--- config.mk ---
export PLATFORM = sky130hd
export DESIGN_NAME = atb_div
export DESIGN_NICKNAME = d
export VERILOG_FILES = /design/src/sv/atb_pkg.sv /design/src/sv/atb_div.sv
export SDC_FILE = /design/constraint.sdc
export NUM_CORES = 1
export LEC_CHECK = 0
export ABC_CLOCK_PERIOD_IN_PS = 9310
export BUFFER_PORTS_ARGS = -buffer_cell sky130_fd_sc_hd__buf_2
export CAP_MARGIN = 5
export CORE_UTILIZATION = 60
export DETAILED_ROUTE_END_ITERATION = 12
export PLACE_DENSITY = 0.9
export REMOVE_ABC_BUFFERS = 1
export SETUP_SLACK_MARGIN = 0.02
export SYNTH_ARGS = -nofsm -noshare
export SYNTH_HDL_FRONTEND = slang
export SYNTH_SLANG_ARGS = --single-unit
--- constraint.sdc ---
create_clock -name i_clk -period 9.31 [get_ports i_clk]
set_input_delay 1.862 -clock i_clk [delete_from_list [all_inputs] [get_ports i_clk]]
set_output_delay 1.862 -clock i_clk [all_outputs]
set_load 0.005 [all_outputs]
--- src/sv/atb_pkg.sv ---
// Package for the alias table builder: payload types, state codes, constants.
// No dependencies.
`timescale 1ns / 1ps
package atb_pkg;
    localparam int MaxEntries = 4096;
    localparam logic [63:0] OneFx = 64'h1_0000_0000;
    localparam logic [47:0] Mask48 = 48'hFFFF_FFFF_FFFF;
    localparam logic [43:0] Mask44 = 44'hFFF_FFFF_FFFF;
    localparam logic [31:0] ProbMax = 32'hFFFF_FFFF;

    typedef enum logic [1:0] {
        CMD_LOAD  = 2'd0,
        CMD_BUILD = 2'd1,
        CMD_READ  = 2'd2,
        CMD_NONE  = 2'd3
    } t_cmd;

    typedef enum logic [1:0] {
        ST_OK    = 2'd0,
        ST_ZERO  = 2'd1,
        ST_RANGE = 2'd2
    } t_status;

    typedef struct packed {
        logic [1:0]  cmd;
        logic [11:0] index;
        logic [31:0] weight;
    } t_in;

    typedef struct packed {
        logic [1:0]  status;
        logic [11:0] alias_index;
        logic [31:0] probability;
        logic [47:0] pdf;
        logic [47:0] alias_norm;
        logic [43:0] weight_sum;
    } t_out;

    typedef enum logic [4:0] {
        S_IDLE, S_RD1, S_RD2, S_OUT,
        S_SUM_RD, S_SUM_ACC, S_INIT,
        S_NRM_RD, S_NRM_MUL, S_NRM_DIV, S_NRM_WR,
        S_SI_RD, S_SI_CHK, S_SJ_RD, S_SJ_CHK,
        S_LOOP, S_LI_RD, S_LI_CHK, S_LJ_RD, S_LJ_CHK, S_LJ_CARRY
    } t_state;

    typedef struct packed {
        logic        start;
        logic [63:0] num;
        logic [63:0] den;
    } t_div_req;

    typedef struct packed {
        logic        busy;
        logic        done;
        logic [47:0] quo;
    } t_div_rsp;
endpackage

--- src/sv/atb_div.sv ---
// Bit-serial divider for weight normalization: floor(num * 2^32 / den), saturated to 48 bits.
// Depends on atb_pkg.
`timescale 1ns / 1ps
module atb_div (
    input  logic              i_clk,
    input  logic              i_rst_n,
    input  atb_pkg::t_div_req i_req,
    output atb_pkg::t_div_rsp o_rsp
);
    logic [95:0] r_num;
    logic [64:0] r_rem;
    logic [63:0] r_den;
    logic [47:0] r_quo;
    logic [6:0]  r_cnt;
    logic        r_busy;
    logic        r_done;
    logic [64:0] n_rem;
    logic [64:0] n_sh;

    always_comb begin
        n_sh  = {r_rem[63:0], r_num[95]};
        n_rem = n_sh;
        if (n_sh >= {1'b0, r_den}) begin
            n_rem = n_sh - {1'b0, r_den};
        end
    end

    always_ff @(posedge i_clk) begin
        if (!i_rst_n) begin
            r_busy <= 1'b0;
            r_done <= 1'b0;
            r_cnt  <= '0;
        end else begin
            r_done <= r_busy && !i_req.start && (r_cnt == 7'd1);
            if (i_req.start) begin
                r_busy <= 1'b1;
                r_cnt  <= 7'd96;
                r_num  <= {i_req.num, 32'd0};
                r_den  <= i_req.den;
                r_rem  <= '0;
                r_quo  <= '0;
            end else if (r_busy) begin
                r_num <= {r_num[94:0], 1'b0};
                r_rem <= n_rem;
                if (r_quo[47]) begin
                    r_quo <= atb_pkg::Mask48;
                end else begin
                    r_quo <= {r_quo[46:0], n_sh >= {1'b0, r_den}};
                end
                r_cnt <= r_cnt - 7'd1;
                if (r_cnt == 7'd1) begin
                    r_busy <= 1'b0;
                end
            end
        end
    end

    assign o_rsp.busy = r_busy;
    assign o_rsp.done = r_done;
    assign o_rsp.quo  = r_quo;
endmodule

==> results summary <==
The area added between synthesis and finish is 14.2%. The layout cell share with drive strength beyond 1 is 21.2%. The sum of overflow across all layers after global routing came out at 0.

The worst setup path is of the reg2reg kind. The routed design has 31900 um of wire. The detailed placer's ending HPWL came out at 21600 um.

The slew at the pin closest to its max-slew limit is 1.04 ns. The fraction of the mapped netlist area in adder cells is 6.13%. The mean post-synth cell area came out at 10.6 sq um. STA classifies the critical path endpoint as a flop.

Setup violations remaining at the end of the flow were counted as 0. Routability-driven placement finished with a final weighted congestion of 0.998. The largest vdd supply drop is 0.165 mV. The floorplan step defined a die boundary enclosing 23600 sq um.

The finished cells cover 15800 sq um. The final layout contains 1647 nets. Of the total synthesized cell area, the portion taken by XOR and XNOR cells is 4.06%. For this block, the initial DRC count from the detailed router was 928.

STA puts the critical path data required time at 9.59 ns. The share of synthesized cell area in and, or, nand and nor gates came out at 12.9%. The combinational family with the most area after synthesis is compound AO/OA/AOI/OAI gates. The min-delay analysis places its worst path in the category reg2reg. The total placed instance area came out at 14800 sq um.

The number of antenna violations at the first check in global routing came out at 1. The CTS tree is done. Dividing the detail-routed wire length by the instance count gives 18.2 um. The worst relative slew slack came out at 30.9%. The multiplexer area fraction after synthesis came out at 5.28%. The worst path in the final design needs a cycle of 3.95 ns, including I/O delays and setup. The TritonCTS sink count is 249. The number of I/O port buffers is 180. The endpoint of the worst hold-timing path is r_cnt[1]$_SDFFE_PP0P_. The maximum number of pins on one net before global-route repair came out at 97. The first global-routing pass estimated 51100 um of wire. Clock-pin slew was measured on the worst setup and hold paths at 0.07 ns. Counting flops and latches in the post-synthesis netlist gives 249.

The count of pins over their slew limit was 0. The final clock period utilization by the worst path came out at 42.4%. The synthesized design contains 240 enable-type register cells. The cell count of the worst hold path is 2. The number of nets still failing antenna checks after routing is 0. The startpoint identified for the worst register-to-register timing path is r_rem[14]$_SDFFCE_PP0P_.

The cell sitting at the root of the clock tree is a clkbuf_16. The final-report hold violation count is 0. The signal arrival time at the worst endpoint came out at 4.23 ns. The final sum of negative setup slack is 0 ns.

The minimum hold slack came out at 0.509 ns. The flow ran to the end, and the final reports show no timing, DRC or antenna violations. The count of buffers added by post-CTS timing repair for setup is 0. The achievable frequency came out at 253 MHz.

The number of H-tree levels came out at 1. The final cell count without fillers is 1755. The number of max-capacitance violations reported came out at 0. The longest clock path from root to sink contains 3 buffers.

The power per unit of standard cell area is 205 nW/um^2. The number of buffers inserted during clock tree synthesis is 27. Setup repair after global routing left no endpoint under its margin. For the worst flop-to-flop path, the logic depth is 12. For this run, the share of the core covered by cells in the final layout is 69.9%. The sequential cell area fraction in the yosys report is 53.5%. The startpoint identified for the worst hold timing path is r_cnt[1]$_SDFFE_PP0P_.

The cell count after synthesis came out at 1299. The worst clock skew is 0.0118 ns. The chip width came out at 154 um. The worst register-to-register path ends at r_rem[2]$_SDFFCE_PP0P_. The most used flip-flop cell after synthesis is edfxtp_1. Global routing used 26.8% of the available tracks across all layers. After clock tree synthesis, the flow added hold-fix buffers numbering 0. The length of the first detailed-routing pass in iterations came out at 6. The post-synthesis instance area is 13800 sq um. The vertical die dimension came out at 154 um. The post-cts repair resize count is 0.

0 antenna diodes ended up in the layout. The count of boundary I/O pins came out at 181. The Yosys step of the flow raised 0 warnings. For flop-to-flop paths, the worst setup slack is 5.36 ns.

Yosys mapped the design onto 72 distinct sky130hd cell types. The total leakage power is 6.45 nW. The via count of the first global-routing pass was 10300. The maximum fanout along the worst path is 67. The number of placed cells counting well taps came out at 1705. The placeable core region is 22600 sq um. The initial utilization of the core area, before any placement, comes to 61.2%. The via total after detailed routing is 10500. The share of async-settable or async-resettable flops after synthesis came out at 0%. The per-cell via count in the routed design is 5.97. In the routed design, unresolved DRC markers number 0. Row generation in the floorplan step produced 55 rows. The compound-gate portion of the synthesized area is 13.7%. The clock latency reported for the late side of the worst-skew pair came out at 0.56 ns. The kind of start point of the critical path is a flop.
==> per-layer routing <==
layer	vias to the layer above	wire [um]	track usage, %
li1	4985	-	-
met4	2	1120	10.3
met1	4930	13000	33.9
met5	-	13	0
met2	471	15100	44.6
met3	89	2590	6.57
==> cells by family (layout without fill, tap and decap cells) <==
| group | Yosys count | count (layout) |
|---|---|---|
| and+or+nand+nor | 402 | 402 |
| adders and majority gates | 67 | 67 |
| DFF | 249 | 249 |
| xor gates and xnor gates | 64 | 64 |
| AOI/OAI and AO/OA | 303 | 303 |
| muxes | 65 | 65 |
| buffers and inverters | 149 | 320 |
==> synthesized netlist by cell type (7+ instances only) <==
master | instances | area share [%]
and3_1 | 7 | 0.32
buf_1 | 7 | 0.19
nand4_1 | 14 | 0.63
a31oi_1 | 9 | 0.41
o21bai_1 | 11 | 0.60
a21oi_1 | 126 | 4.6
a21o_1 | 24 | 1.3
nand3_1 | 21 | 0.76
o21ai_1 | 7 | 0.25
ha_1 | 66 | 6.0
buf_2 | 22 | 0.80
clkbuf_1 | 31 | 0.84
o21ai_0 | 41 | 1.5
edfxtp_1 | 240 | 52
dfxtp_1 | 9 | 1.3
nor3_1 | 11 | 0.40
nand2_1 | 137 | 3.7
o21a_1 | 12 | 0.65
nor4_1 | 7 | 0.32
a211oi_1 | 26 | 1.4
mux2_2 | 63 | 5.1
nor2_1 | 161 | 4.4
xnor2_1 | 46 | 2.9
inv_1 | 83 | 2.3
xor2_1 | 18 | 1.1
nor2b_1 | 9 | 0.41
==> where the power goes <==
part,internal [mW],switching [mW]
Clock,0.671,0.449
Sequential,1.34,0.0397
Combinational,0.293,0.441
==> cell type report <==
| class | instances | area, sq um |
|---|---|---|
| Sequential cell | 249 | 7390 |
| Fill cell | 1620 | 6810 |
| Multi-Input combinational cell | 901 | 5820 |
| Timing Repair Buffer | 187 | 960 |
| Clock buffer | 35 | 736 |
| Tap cell | 285 | 357 |
| Inverter | 83 | 312 |
| Clock inverter | 15 | 191 |
==> flip-flops by register name (all words and copies together), names as in the netlist <==
signal,count
r_den,64
r_num,64
r_rem,64
r_quo,48
r_cnt,7
r_busy,1
r_done,1
==> worst max-delay path by stage <==
stage | endpoint | depth (start not counted) | startpoint
finish | r_rem[2]$_SDFFCE_PP0P_ | 12 | r_rem[14]$_SDFFCE_PP0P_
global route | r_rem[2]$_SDFFCE_PP0P_ | 12 | r_rem[14]$_SDFFCE_PP0P_
CTS | r_rem[2]$_SDFFCE_PP0P_ | 12 | r_rem[14]$_SDFFCE_PP0P_
detailed placement | r_rem[14]$_SDFFCE_PP0P_ | 3 | i_req[128]
global placement | r_rem[19]$_SDFFCE_PP0P_ | 3 | i_req[128]
floorplan | r_num[32]$_SDFFCE_PN0P_ | 1 | i_req[128]
==> cell usage in the layout, fill, tap and decap left out, types with 11 or more instances in the layout <==
cell type and n:
o21a_1 11, a21o_1 24, edfxtp_1 240, o21bai_1 11, clkbuf_16 27, nand2_1 136
inv_1 83, ha_1 66, nor2_1 161, mux2_2 63, a211oi_1 26, buf_2 179
nor3_1 11, nand3_1 21, o21ai_0 41, a21oi_1 126, xnor2_1 46, nand4_1 14
xor2_1 18
==> worst max-delay path, cell delays in order, from the launching register on <==
cell,delay (ns)
edfxtp_1,0.41
ha_1,0.44
nand3_1,0.29
nor3_1,0.34
o311ai_1,0.18
nand3_1,0.26
o21ai_1,0.09
a21bo_2,0.23
o2111ai_1,0.17
nand2_2,0.28
buf_4,0.63
mux2i_1,0.28
nor2_1,0.05
==> through the flow <==
step	setup WS (ns)	power (mW)
2_1_floorplan	2.96	1.93
3_3_place_gp	5.01	2.09
3_5_place_dp	4.96	2.12
4_1_cts	5.38	3.24
5_1_grt	4.98	3.37
6_report	5.36	3.24
(Power assumes the default switching activity.)
